[config.mk]
export PLATFORM = sky130hd
export DESIGN_NAME = pob_ctrl
export DESIGN_NICKNAME = d
export VERILOG_FILES = /design/src/sv/pob_pkg.sv /design/src/sv/pob_ctrl.sv
export SDC_FILE = /design/constraint.sdc
export NUM_CORES = 1
export LEC_CHECK = 0
export BUFFER_PORTS_ARGS = -buffer_cell sky130_fd_sc_hd__clkbuf_2
export CELL_PAD_IN_SITES_DETAIL_PLACEMENT = 2
export CELL_PAD_IN_SITES_GLOBAL_PLACEMENT = 2
export CORE_MARGIN = 2
export CORE_UTILIZATION = 29
export CTS_CLUSTER_SIZE = 10
export DETAILED_ROUTE_END_ITERATION = 10
export GPL_ROUTABILITY_DRIVEN = 0
export PLACE_DENSITY = 0.73
export SYNTH_ARGS = -nofsm -noshare
export SYNTH_HDL_FRONTEND = slang
export SYNTH_SLANG_ARGS = --single-unit
[constraint.sdc]
create_clock -name clk -period 1.5 [get_ports clk]
set_input_delay 0.3 -clock clk [delete_from_list [all_inputs] [get_ports clk]]
set_output_delay 0.3 -clock clk [all_outputs]
set_load 0.05 [all_outputs]
[src/sv/pob_pkg.sv]
// ----------------------------------------------------------------------------
// pob_pkg: shared types and constants for the polyline offset boundaries unit
// Holds the fixed field widths, the lane width reset value and the command
// and status bundles between the controller and the datapath.
// ----------------------------------------------------------------------------
`default_nettype none

package pob_pkg;

	localparam int COORD_WIDTH_DEF = 32;
	localparam int LANE_W          = 22;
	localparam int HALF_W          = LANE_W - 1;
	localparam int UNIT_W          = 18;
	localparam int UNIT_FRAC       = 16;
	localparam logic [LANE_W-1:0] LANE_RESET = 22'd229376;

	// Which point and which unit vector feed the boundary computation.
	typedef enum logic [1:0] {
		EM_LONE,
		EM_HELD,
		EM_CUR
	} emit_sel_t;

	typedef struct packed {
		logic      cap_in;
		logic      hold_in;
		logic      norm_start;
		logic      norm_sum;
		logic      cap_d;
		logic      commit;
		logic      emit_load;
		emit_sel_t emit_sel;
		logic      out_load;
	} pob_cmd_t;

	typedef struct packed {
		logic norm_done;
		logic out_free;
	} pob_stat_t;

endpackage

`default_nettype wire

[src/sv/pob_ctrl.sv]
// ----------------------------------------------------------------------------
// pob_ctrl: sequencing controller
// Tracks how many points of the current polyline are held, runs up to two
// normalizations per point and steps each boundary word through the offset
// stages into the output register.
// ----------------------------------------------------------------------------
`default_nettype none

module pob_ctrl (
	input  wire                 clk,
	input  wire                 arst_n,
	input  wire                 in_valid,
	output logic                in_ready,
	input  wire                 last_point,
	input  pob_pkg::pob_stat_t  stat,
	output pob_pkg::pob_cmd_t   cmd
);

	localparam logic [1:0] SEEN_NONE  = 2'd0;
	localparam logic [1:0] SEEN_FIRST = 2'd1;
	localparam logic [1:0] SEEN_MORE  = 2'd2;

	typedef enum logic [2:0] {
		S_IDLE,
		S_N1_GO,
		S_N1_WAIT,
		S_N2_GO,
		S_N2_WAIT,
		S_E_MUL,
		S_E_RND,
		S_E_WR
	} state_t;

	typedef enum logic [1:0] {
		PH_LONE,
		PH_FIRST,
		PH_SECOND
	} phase_t;

	state_t     st_q;
	phase_t     ph_q;
	logic [1:0] seen_q;
	logic       last_q;

	always_comb begin
		cmd = '0;
		cmd.emit_sel = pob_pkg::EM_HELD;
		in_ready = (st_q == S_IDLE);
		unique case (st_q)
			S_IDLE: begin
				if (in_valid) begin
					cmd.cap_in = 1'b1;
					if (seen_q == SEEN_NONE) begin
						if (last_point) begin
							cmd.emit_load = 1'b1;
							cmd.emit_sel  = pob_pkg::EM_LONE;
						end else begin
							cmd.hold_in = 1'b1;
						end
					end
				end
			end
			S_N1_GO: cmd.norm_start = 1'b1;
			S_N1_WAIT: begin
				if (stat.norm_done) begin
					cmd.cap_d     = 1'b1;
					cmd.emit_load = (seen_q == SEEN_FIRST);
				end
			end
			S_N2_GO: begin
				cmd.norm_start = 1'b1;
				cmd.norm_sum   = 1'b1;
			end
			S_N2_WAIT: begin
				cmd.norm_sum  = 1'b1;
				cmd.emit_load = stat.norm_done;
			end
			S_E_WR: begin
				if (stat.out_free) begin
					cmd.out_load = 1'b1;
					if (ph_q == PH_FIRST) begin
						cmd.commit    = 1'b1;
						cmd.emit_load = last_q;
						cmd.emit_sel  = pob_pkg::EM_CUR;
					end
				end
			end
			default: ;
		endcase
	end

	always_ff @(posedge clk or negedge arst_n) begin
		if (!arst_n) begin
			st_q   <= S_IDLE;
			ph_q   <= PH_LONE;
			seen_q <= SEEN_NONE;
			last_q <= 1'b0;
		end else begin
			unique case (st_q)
				S_IDLE: begin
					if (in_valid) begin
						last_q <= last_point;
						if (seen_q == SEEN_NONE) begin
							if (last_point) begin
								ph_q <= PH_LONE;
								st_q <= S_E_MUL;
							end else begin
								seen_q <= SEEN_FIRST;
							end
						end else begin
							st_q <= S_N1_GO;
						end
					end
				end
				S_N1_GO: st_q <= S_N1_WAIT;
				S_N1_WAIT: begin
					if (stat.norm_done) begin
						if (seen_q == SEEN_FIRST) begin
							ph_q <= PH_FIRST;
							st_q <= S_E_MUL;
						end else begin
							st_q <= S_N2_GO;
						end
					end
				end
				S_N2_GO: st_q <= S_N2_WAIT;
				S_N2_WAIT: begin
					if (stat.norm_done) begin
						ph_q <= PH_FIRST;
						st_q <= S_E_MUL;
					end
				end
				S_E_MUL: st_q <= S_E_RND;
				S_E_RND: st_q <= S_E_WR;
				S_E_WR: begin
					if (stat.out_free) begin
						if (ph_q == PH_FIRST && last_q) begin
							// The final point flushes its own word right behind.
							seen_q <= SEEN_NONE;
							ph_q   <= PH_SECOND;
							st_q   <= S_E_MUL;
						end else begin
							if (ph_q == PH_FIRST) begin
								seen_q <= SEEN_MORE;
							end
							st_q <= S_IDLE;
						end
					end
				end
				default: st_q <= S_IDLE;
			endcase
		end
	end

endmodule

`default_nettype wire

==> impl_results.md, run 1 <==
* Synthesized instance count at 68
* #FFs+latches synth at 8
* Synthesized area per cell at 9.00 sq um
* First error: [ERROR DPL-0033] detailed placement checks failed during check placement.
* Synth area leaders: dfrtp_1, nor2_1, a21o_1, buf_6, a21oi_1
* Dpl hpwl at 2.37 mm
* Row Count at 16
* Yosys warns at 0
* I/O pins at 17
* Post-Syn Area at 612 sq um
* Failed at: clock tree synthesis
* Post-synth EDFFs at 0
* Port Buffer Count at 16
* Yosys top cell area share at 0.327
* Status: aborted with a tool error
* Hold Buf Count CTS at 1
* Clk buf depth at 2
* Post-CTS Setup Inserts at 4
* Die Ht at 49.9 um
* CTS H-tree lvls at 1
* Top_reg_cell synth: dfrtp_1
* Post_cts resized at 35
* Initial core utilization at 0.309
* CTS sink cnt at 8
* Syn_nets at 74
* Asr flop ratio synth at 1.00
* Yosys cell types at 36
* Sequential area share after synthesis at 0.327
* Clock root buffer: clkbuf_4
* Width of the die at 49.9 um
* DP Area at 987 sq um
* Inserted Clock Buffers at 3
* Placed insts at 132
* Yosys top cell by area: dfrtp_1
cells in the mapped netlist (2+ instances only):
master,number
buf_6,2
dfrtp_1,8
a32o_1,2
and3_1,3
a21oi_1,4
inv_1,4
nand3_1,3
nor2b_1,2
nor4_1,2
nor2_1,8
a21o_1,3
nand2_1,3
through the flow:
stage               worst slack (ns)  utilization
floorplan                     -0.551            -
global placement              -0.154        0.498
detailed placement            -0.252        0.498
cells by family after synthesis:
family,share of synthesized area
mux,0.0348
simple gates,0.311
buf+inv,0.0818
flops,0.327
compound gates,0.245
==> inputs of run 2 (changes only) <==
==> config.mk (replaced) <==
export PLATFORM = sky130hd
export DESIGN_NAME = pob_ctrl
export DESIGN_NICKNAME = d
export VERILOG_FILES = /design/src/sv/pob_pkg.sv /design/src/sv/pob_ctrl.sv
export SDC_FILE = /design/constraint.sdc
export NUM_CORES = 1
export LEC_CHECK = 0
export BUFFER_PORTS_ARGS = -buffer_cell sky130_fd_sc_hd__clkbuf_2
export CORE_AREA = 2 2 63 65
export DETAILED_ROUTE_END_ITERATION = 10
export DIE_AREA = 0 0 65 67
export GPL_ROUTABILITY_DRIVEN = 0
export PLACE_DENSITY_LB_ADDON = 0.15
export SYNTH_ARGS = -nofsm -noshare
export SYNTH_HDL_FRONTEND = slang
export SYNTH_SLANG_ARGS = --single-unit
==> impl_results.md, run 2 <==
* Status: finished, violations left
* Violated checks: negative setup slack
* Initial antenna violation count at 0
* Setup violations, final at 13
* Vias in the first global route at 724
* Iter 0 DRT Violations at 12
* CP Capture Type: output pin
* Port Buffer Count at 16
* Final ANT Viol Nets at 0
* Regs by FF count: st_q: 3 flops, ph_q: 2 flops, seen_q: 2 flops
* Row Count at 22
* Crit-path max cell delay at 0.45 ns
* Layout cells sized above 1 at 0.726
* Slew Limit Headroom at 0.803
* CTS H-tree lvls at 1
* Critical path arrival at 1.49 ns
* Shortest period the worst path allows at 1.79 ns
* Yosys cell types at 36
* Pins Over Slew Limit at 0
* #FFs+latches synth at 8
* First-pass DRT Iterations at 4
* CORE AREA at 3610 sq um
* Die Ht at 67 um
* Worst skew pair latency at 0.22 ns
* Design Area, Final at 1430 sq um
* Clk buf depth at 2
* Maximum number of pins on one net before global-route repair at 12
* Diodes inserted at 0
* Synthesized area per cell at 9.00 sq um
* WL/cell at 13.0 um
* Final worst setup slack at -0.293 ns
* Syn-to-layout area delta at 134%
* Most common cell after layout, fill and taps aside: buf_4
* Layout Skew at 0.00207 ns
* Gr ovfl total at 0
* Slowest-stage cell, CP: dfrtp_2
* DR vias at 709
* P_leak at 0.607 nW
* Critical path class: reg2out
* Inserted Clock Buffers at 3
* Clock root buffer: clkbuf_8
* Syn_nets at 74
* Top_reg_cell synth: dfrtp_1
* CP Cell Sequence: nor2_2 -> nand3_2 -> a211o_1 -> nand2_4 -> clkbuf_16
* Synthesized instance count at 68
* CTS sink cnt at 8
* Vias per cell at 4.30
* Synth area leaders: dfrtp_1, nor2_1, a21o_1, buf_6, a21oi_1
* Dpl hpwl at 1.53 mm
* Sequential area share after synthesis at 0.327
* TritonCTS clock tree: yes
* Width of the die at 65 um
* Final nets at 125
* Yosys top cell by area: dfrtp_1
* Asr flop ratio synth at 1.00
* Peak VDD IR at 408 uV
* Crit start category: flop
* Final Routed Wirelength at 2.15 mm
* Gr usage total at 0.103
* Tightest Hold Check Type: in2reg
* WP data required at 1.20 ns
* Worst Path Max Fanout at 6
* Final hold vios at 0
* DP Area at 1020 sq um
* Global-route wire length before repair at 3.39 mm
* Yosys warns at 0
* Post-route DRC at 0
* Full die area at 4360 sq um
* Initial core utilization at 0.170
* Synth cell count leaders: dfrtp_1, nor2_1, a21oi_1, inv_1
* Cell Pwr Density at 2060 nW/um^2
* I/O pins at 17
* Actual slew at the worst max-slew pin at 0.296 ns
* Fin util at 0.397
* Total power at 2.95 mW
* Final period util at 1.20
* Top reg by flops: st_q
* Post-synth EDFFs at 0
* Post-Syn Area at 612 sq um
* Number of flip-flops in the largest register at 3
* Most frequent cells in the layout: buf_4, buf_6, clkbuf_2, dfrtp_1
* RSZ-0062 raised after global routing: yes
* Max-cap violations at 0
* Yosys top cell area share at 0.327
* Fmax at 558 MHz
* CTS clk-pin slew, worst paths at 0.04 ns
[run 2: worst paths after layout]
| path | start | endpoint | slack, ns | depth (start not counted) |
|---|---|---|---|---|
| worst min register to register | ph_q[1]$_DFFE_PN0P_ | ph_q[1]$_DFFE_PN0P_ | 0.56 | 1 |
| max in group asynchronous | arst_n | st_q[2]$_DFFE_PN0P_ | 0.85 | 2 |
| min in group asynchronous | arst_n | seen_q[1]$_DFFE_PN0P_ | 0.46 | 2 |
| worst max-delay path | st_q[2]$_DFFE_PN0P_ | cmd[3] | -0.29 | 5 |
| worst min-delay path | last_point | last_q$_DFFE_PN0P_ | 0.45 | 2 |
| worst max register to register | st_q[2]$_DFFE_PN0P_ | ph_q[1]$_DFFE_PN0P_ | -0.05 | 5 |
[run 2: area by class of cell]
| class | count | area [sq um] |
|---|---|---|
| inverters | 4 | 15.0 |
| well taps | 48 | 60.1 |
| flip-flops and latches | 8 | 204 |
| repair buffers | 50 | 541 |
| clock buffers | 3 | 41.3 |
| multi-input cells | 52 | 569 |
| fillers | 344 | 2180 |
[run 2: logic make-up after synthesis]
kind of cell,Yosys count,share of synthesized area
AOI/OAI and AO/OA,20,0.245
buffers and inverters,8,0.0818
and+or+nand+nor,30,0.311
muxes,2,0.0348
DFF,8,0.327
[run 2: metrics by stage]
step / worst slack (ns) / instances / TNS, ns / hold slack (ns)
floorplan: -0.551 / 68 / -3.02 / 0.00441
global placement: -0.198 / 152 / -0.593 / 0.157
detailed placement: -0.221 / 152 / -0.631 / 0.160
CTS: -0.290 / 165 / -1.86 / 0.439
global route: -0.360 / 165 / -2.67 / 0.458
finish: -0.293 / 165 / -1.92 / 0.453
[run 2: timing repair]
action,CTS,global route
gates resized for setup,42,16
hold buffers,1,0
setup buffers,10,1
endpoints found under the setup margin,16,18
pin swaps,10,7
hold endpoints to repair,8,0
[run 2: power by group]
| group | leakage, nW | internal, mW | switching, mW |
|---|---|---|---|
| combinational | 0.493 | 1.12 | 1.09 |
| clock | 0.0216 | 0.173 | 0.0778 |
| sequential | 0.0917 | 0.325 | 0.159 |
| total | 0.607 | 1.62 | 1.33 |
[run 2: metal layers]
metal	global-route usage	vias to the layer above	share of wire
li1	-	356	-
met1	0.134	342	0.44
met5	0	-	0
met2	0.171	9	0.53
met4	0.0399	0	0.012
met3	0.0152	2	0.023
[run 2: worst max-delay path, delay by kind of cell, from the launching register on]
family,cells,cell delay (ns)
flops,1,0.45
compound gates,1,0.32
simple gates,3,0.34
buf+inv,1,0.15
(Power assumes the default switching activity.)
==> inputs of run 3 (changes only) <==
--- a/config.mk
+++ b/config.mk
@@ -11,6 +11,7 @@
 export DIE_AREA = 0 0 65 67
 export GPL_ROUTABILITY_DRIVEN = 0
 export PLACE_DENSITY_LB_ADDON = 0.15
+export SKIP_CTS_REPAIR_TIMING = 1
 export SYNTH_ARGS = -nofsm -noshare
 export SYNTH_HDL_FRONTEND = slang
 export SYNTH_SLANG_ARGS = --single-unit
==> impl_results.md, run 3 (synthesis results as in run 2) <==
* Status: finished, violations left
* Violated checks: negative setup slack
* Layout cells sized above 1 at 0.667
* Global-route wire length before repair at 3.07 mm
* Hold WS at 0.411 ns
* Gate power share at 0.719
* Regs by FF count: st_q: 3 flops, ph_q: 2 flops, seen_q: 2 flops
* Initial core utilization at 0.170
* Met1 Track Usage GR at 0.120
* P_leak at 0.538 nW
* Total power at 2.61 mW
* Top reg by flops: st_q
* Fill count at 375
* Row Count at 22
* Initial antenna violation count at 0
* First-pass DRT Iterations at 4
* WP data required at 1.20 ns
* Final worst setup slack at -0.316 ns
* Clock power share at 0.095
* Post-route DRC at 0
* Fin util at 0.346
* Cell Pwr Density at 2090 nW/um^2
* Diodes inserted at 0
* Crit path to: cmd[3]
* Final hold vios at 0
* Iter 0 DRT Violations at 5
* Fin Setup TNS at -1.78 ns
* R2R depth at 5
* Syn-to-layout area delta at 104%
* Final nets at 119
* Fmax at 551 MHz
* Gr busiest metal: met2
* Slew Limit Headroom at 0.830
* Clock root buffer: clkbuf_8
* Sw Share at 0.453
* RSZ-0062 raised after global routing: yes
* Area used by multi-input combinational logic at 497 sq um
* Final Routed Wirelength at 1.97 mm
* Reg2Reg Launch Point: st_q[2]$_DFFE_PN0P_
* Switch Pwr at 1.18 mW
* Dpl hpwl at 1.53 mm
* Maximum number of pins on one net before global-route repair at 12
* Actual slew at the worst max-slew pin at 0.255 ns
* Seq. cell area at 204 sq um
* Tightest Hold Check Type: in2reg
* CORE AREA at 3610 sq um
* Peak VDD IR at 425 uV
* Final period util at 1.21
* WL/cell at 12.4 um
* Vias in the first global route at 655
* Port Buffer Count at 16
* Full die area at 4360 sq um
* Flop2flop setup slack at -0.09 ns
* Met2 Resource Use GR at 0.149
* Gr usage total at 0.0929
* Number of flip-flops in the largest register at 3
* Int Power at 1.43 mW
* Critical path class: reg2out
* Worst skew pair latency at 0.22 ns
* DR vias at 670
* Critical R2R Capture: ph_q[1]$_DFFE_PN0P_
* Worst Path Max Fanout at 8
* Gr ovfl total at 0
* Setup violations, final at 11
* CTS sink cnt at 8
* CP Capture Type: output pin
* Layout Skew at 0.000512 ns
* Most common cell after layout, fill and taps aside: buf_4
* CTS H-tree lvls at 1
* GR Util met3 at 0.0186
* CTS clk-pin slew, worst paths at 0.04 ns
* Die Ht at 67 um
* Clk buf depth at 2
* CP startpoint: st_q[2]$_DFFE_PN0P_
* Vias per cell at 4.21
* Max-cap violations at 0
* Crit start category: flop
* Width of the die at 65 um
* Final ANT Viol Nets at 0
* Setup WS pre-CTS at -0.221 ns
* Critical path arrival at 1.52 ns
* Most frequent cells in the layout: buf_4, buf_6, clkbuf_2, dfrtp_1
* Pins Over Slew Limit at 0
* TritonCTS clock tree: yes
* I/O pins at 17
* Sequential share of power at 0.186
* Inserted Clock Buffers at 3
* Shortest period the worst path allows at 1.82 ns
## run 3: cell count changes in the layout (fill, tap and decap cells not counted), sizes merged
cell / before / now
clkbuf: 13 / 8
buf: 39 / 38
## run 3: power groups by stage
stage | Clock [mW] | Combinational [mW] | Sequential, mW
floorplan | 0 | 1.00 | 0.436
global placement | 0 | 1.60 | 0.458
detailed placement | 0 | 1.58 | 0.454
CTS | 0.258 | 1.58 | 0.450
global route | 0.276 | 2.01 | 0.496
finish | 0.248 | 1.88 | 0.485
## run 3: worst min path at each step
stage,from,endpoint,slack (ns),cells after the start
after global placement,arst_n,ph_q[0]$_DFFE_PN0P_,0.16,1
after detailed placement,arst_n,ph_q[0]$_DFFE_PN0P_,0.16,1
after CTS,arst_n,seen_q[1]$_DFFE_PN0P_,-0.08,1
after global routing,last_point,last_q$_DFFE_PN0P_,0.42,2
final,last_point,last_q$_DFFE_PN0P_,0.41,2
after floorplan,arst_n,last_q$_DFFE_PN0P_,0.004,0
## run 3: metal layers
metal,vias to the layer above,share of wire
met5,-,0
met4,0,0.012
met3,2,0.033
met2,11,0.51
met1,315,0.45
li1,342,-
## run 3: area by class of cell
| cell class | instances | area share |
|---|---|---|
| Sequential cell | 8 | 0.163 |
| Timing Repair Buffer | 44 | 0.345 |
| Multi-Input combinational cell | 52 | 0.398 |
| Tap cell | 48 | 0.0481 |
| Clock buffer | 3 | 0.0331 |
| Inverter | 4 | 0.0120 |
## run 3: stage by stage
step / cells / area, sq um
2_1_floorplan: 68 / 676
3_3_place_gp: 152 / 1020
3_5_place_dp: 152 / 1020
4_1_cts: 155 / 1060
5_1_grt: 159 / 1250
6_report: 159 / 1250
## run 3: critical path: stages, from the launching register on
cell and delay, ns:
dfrtp_2 0.46, nor2_2 0.15, nand3_2 0.11, a211o_1 0.35, nand2_4 0.09, buf_8 0.14
==> inputs of run 4 (changes only) <==
--- a/config.mk
+++ b/config.mk
@@ -15,3 +15,4 @@
 export SYNTH_ARGS = -nofsm -noshare
 export SYNTH_HDL_FRONTEND = slang
 export SYNTH_SLANG_ARGS = --single-unit
+export TNS_END_PERCENT = 30
==> impl_results.md, run 4 (synthesis results as in run 2) <==
* Status: finished, violations left
* Violated checks: negative setup slack
* Clock power share at 0.093
* Global-route wire length before repair at 3.01 mm
* Critical R2R Capture: seen_q[0]$_DFFE_PN0P_
* Design Area, Final at 1280 sq um
* RSZ-0062 raised after global routing: yes
* Crit start category: flop
* Final hold vios at 0
* Layout cells sized above 1 at 0.649
* Final period util at 1.21
* Hold depth at 2
* First-pass DRT Iterations at 3
* Sw Share at 0.450
* Seq. cell area at 203 sq um
* Final nets at 122
* Clk buf depth at 2
* Shortest period the worst path allows at 1.81 ns
* Actual slew at the worst max-slew pin at 0.305 ns
* HP Start: last_point
* Regs by FF count: st_q: 3 flops, ph_q: 2 flops, seen_q: 2 flops
* DR vias at 686
* Fin util at 0.355
* CORE AREA at 3610 sq um
* Tightest Hold Check Type: in2reg
* Setup violations, final at 14
* Critical path class: reg2out
* P_leak at 0.554 nW
* Pins Over Slew Limit at 0
* Flop2flop setup slack at -0.06 ns
* Non-filler instance count after layout at 162
* Die Ht at 67 um
* DP Area at 1010 sq um
* CTS clk-pin slew, worst paths at 0.04 ns
* Gr ovfl total at 0
* Hold WS at 0.438 ns
* Final worst setup slack at -0.315 ns
* Sequential share of power at 0.162
* Gr usage total at 0.0936
* Fmax at 551 MHz
* Hold Path End: last_q$_DFFE_PN0P_
* WL/cell at 12.8 um
* Full die area at 4360 sq um
* R2R depth at 6
* Slew Limit Headroom at 0.795
* Vias per cell at 4.23
* Syn-to-layout area delta at 109%
* Int Power at 1.51 mW
* Final Routed Wirelength at 2.07 mm
* Post-route DRC at 0
* Width of the die at 65 um
* Initial core utilization at 0.170
* CP Capture Type: output pin
* Initial antenna violation count at 0
* CTS sink cnt at 8
* Number of flip-flops in the largest register at 3
* Final ANT Viol Nets at 0
* Fill count at 378
* Peak VDD IR at 386 uV
* Reg2Reg Launch Point: st_q[1]$_DFFE_PN0P_
* Top reg by flops: st_q
* WP data required at 1.20 ns
* Iter 0 DRT Violations at 16
* Most common cell after layout, fill and taps aside: buf_4
* Critical path arrival at 1.51 ns
* Cell Pwr Density at 2150 nW/um^2
* Maximum number of pins on one net before global-route repair at 13
* Switch Pwr at 1.24 mW
* I/O pins at 17
* Vias in the first global route at 661
* Inserted Clock Buffers at 3
* Placed insts at 153
* Clock root buffer: clkbuf_8
* Most frequent cells in the layout: buf_4, buf_6, dfrtp_1
* Worst skew pair latency at 0.23 ns
* Port Buffer Count at 16
* Area used by multi-input combinational logic at 502 sq um
* Max-cap violations at 0
* TritonCTS clock tree: yes
* Gate power share at 0.744
* Row Count at 22
* Worst Path Max Fanout at 3
* Layout Skew at 0.00392 ns
* Diodes inserted at 0
* Dpl hpwl at 1.56 mm
* CTS H-tree lvls at 1
-- run 4: layer usage --
layer / vias to the layer above / track usage / part of all wire
li1: 351 / - / -
met1: 321 / 0.111 / 0.44
met2: 11 / 0.156 / 0.51
met3: 3 / 0.0236 / 0.035
met4: 0 / 0.0479 / 0.015
met5: - / 0 / 0
-- run 4: through the flow --
stage / worst slack [ns] / total power [mW] / TNS [ns]
global placement: -0.218 / 2.04 / -0.694
CTS: -0.480 / 2.29 / -3.37
global route: -0.388 / 2.90 / -2.88
floorplan: -0.557 / 1.40 / -4.15
finish: -0.315 / 2.75 / -1.95
detailed placement: -0.227 / 2.02 / -0.784
-- run 4: how the worst max path moves through the flow --
stage                              startpoint     end  slack (ns)  cells past startpoint
final                     st_q[2]$_DFFE_PN0P_  cmd[3]       -0.31                      5
after global routing      st_q[2]$_DFFE_PN0P_  cmd[3]       -0.39                      6
after CTS                 st_q[1]$_DFFE_PN0P_  cmd[3]       -0.48                      5
after detailed placement  st_q[1]$_DFFE_PN0P_  cmd[3]       -0.23                      5
after global placement    st_q[0]$_DFFE_PN0P_  cmd[3]       -0.22                      5
after floorplan           st_q[0]$_DFFE_PN0P_  cmd[3]       -0.56                      5
-- run 4: power by group through the flow --
| stage | registers (mW) | logic, mW | clock network, mW |
|---|---|---|---|
| 2_1_floorplan | 0.434 | 0.964 | 0 |
| 3_3_place_gp | 0.445 | 1.60 | 0 |
| 3_5_place_dp | 0.436 | 1.58 | 0 |
| 4_1_cts | 0.435 | 1.59 | 0.263 |
| 5_1_grt | 0.460 | 2.16 | 0.277 |
| 6_report | 0.445 | 2.04 | 0.256 |
-- run 4: critical path, stage by stage (launching register included) --
cell and delay, ns:
dfrtp_1 0.39, nor2_1 0.15, nand3_1 0.14, a211o_1 0.36, nand2_4 0.10, buf_8 0.14
-- run 4: cell type report --
cell class,count,area share
clock buffers,3,0.0323
multi-input cells,52,0.392
well taps,48,0.0470
repair buffers,47,0.358
flip-flops and latches,8,0.159
inverters,4,0.0117
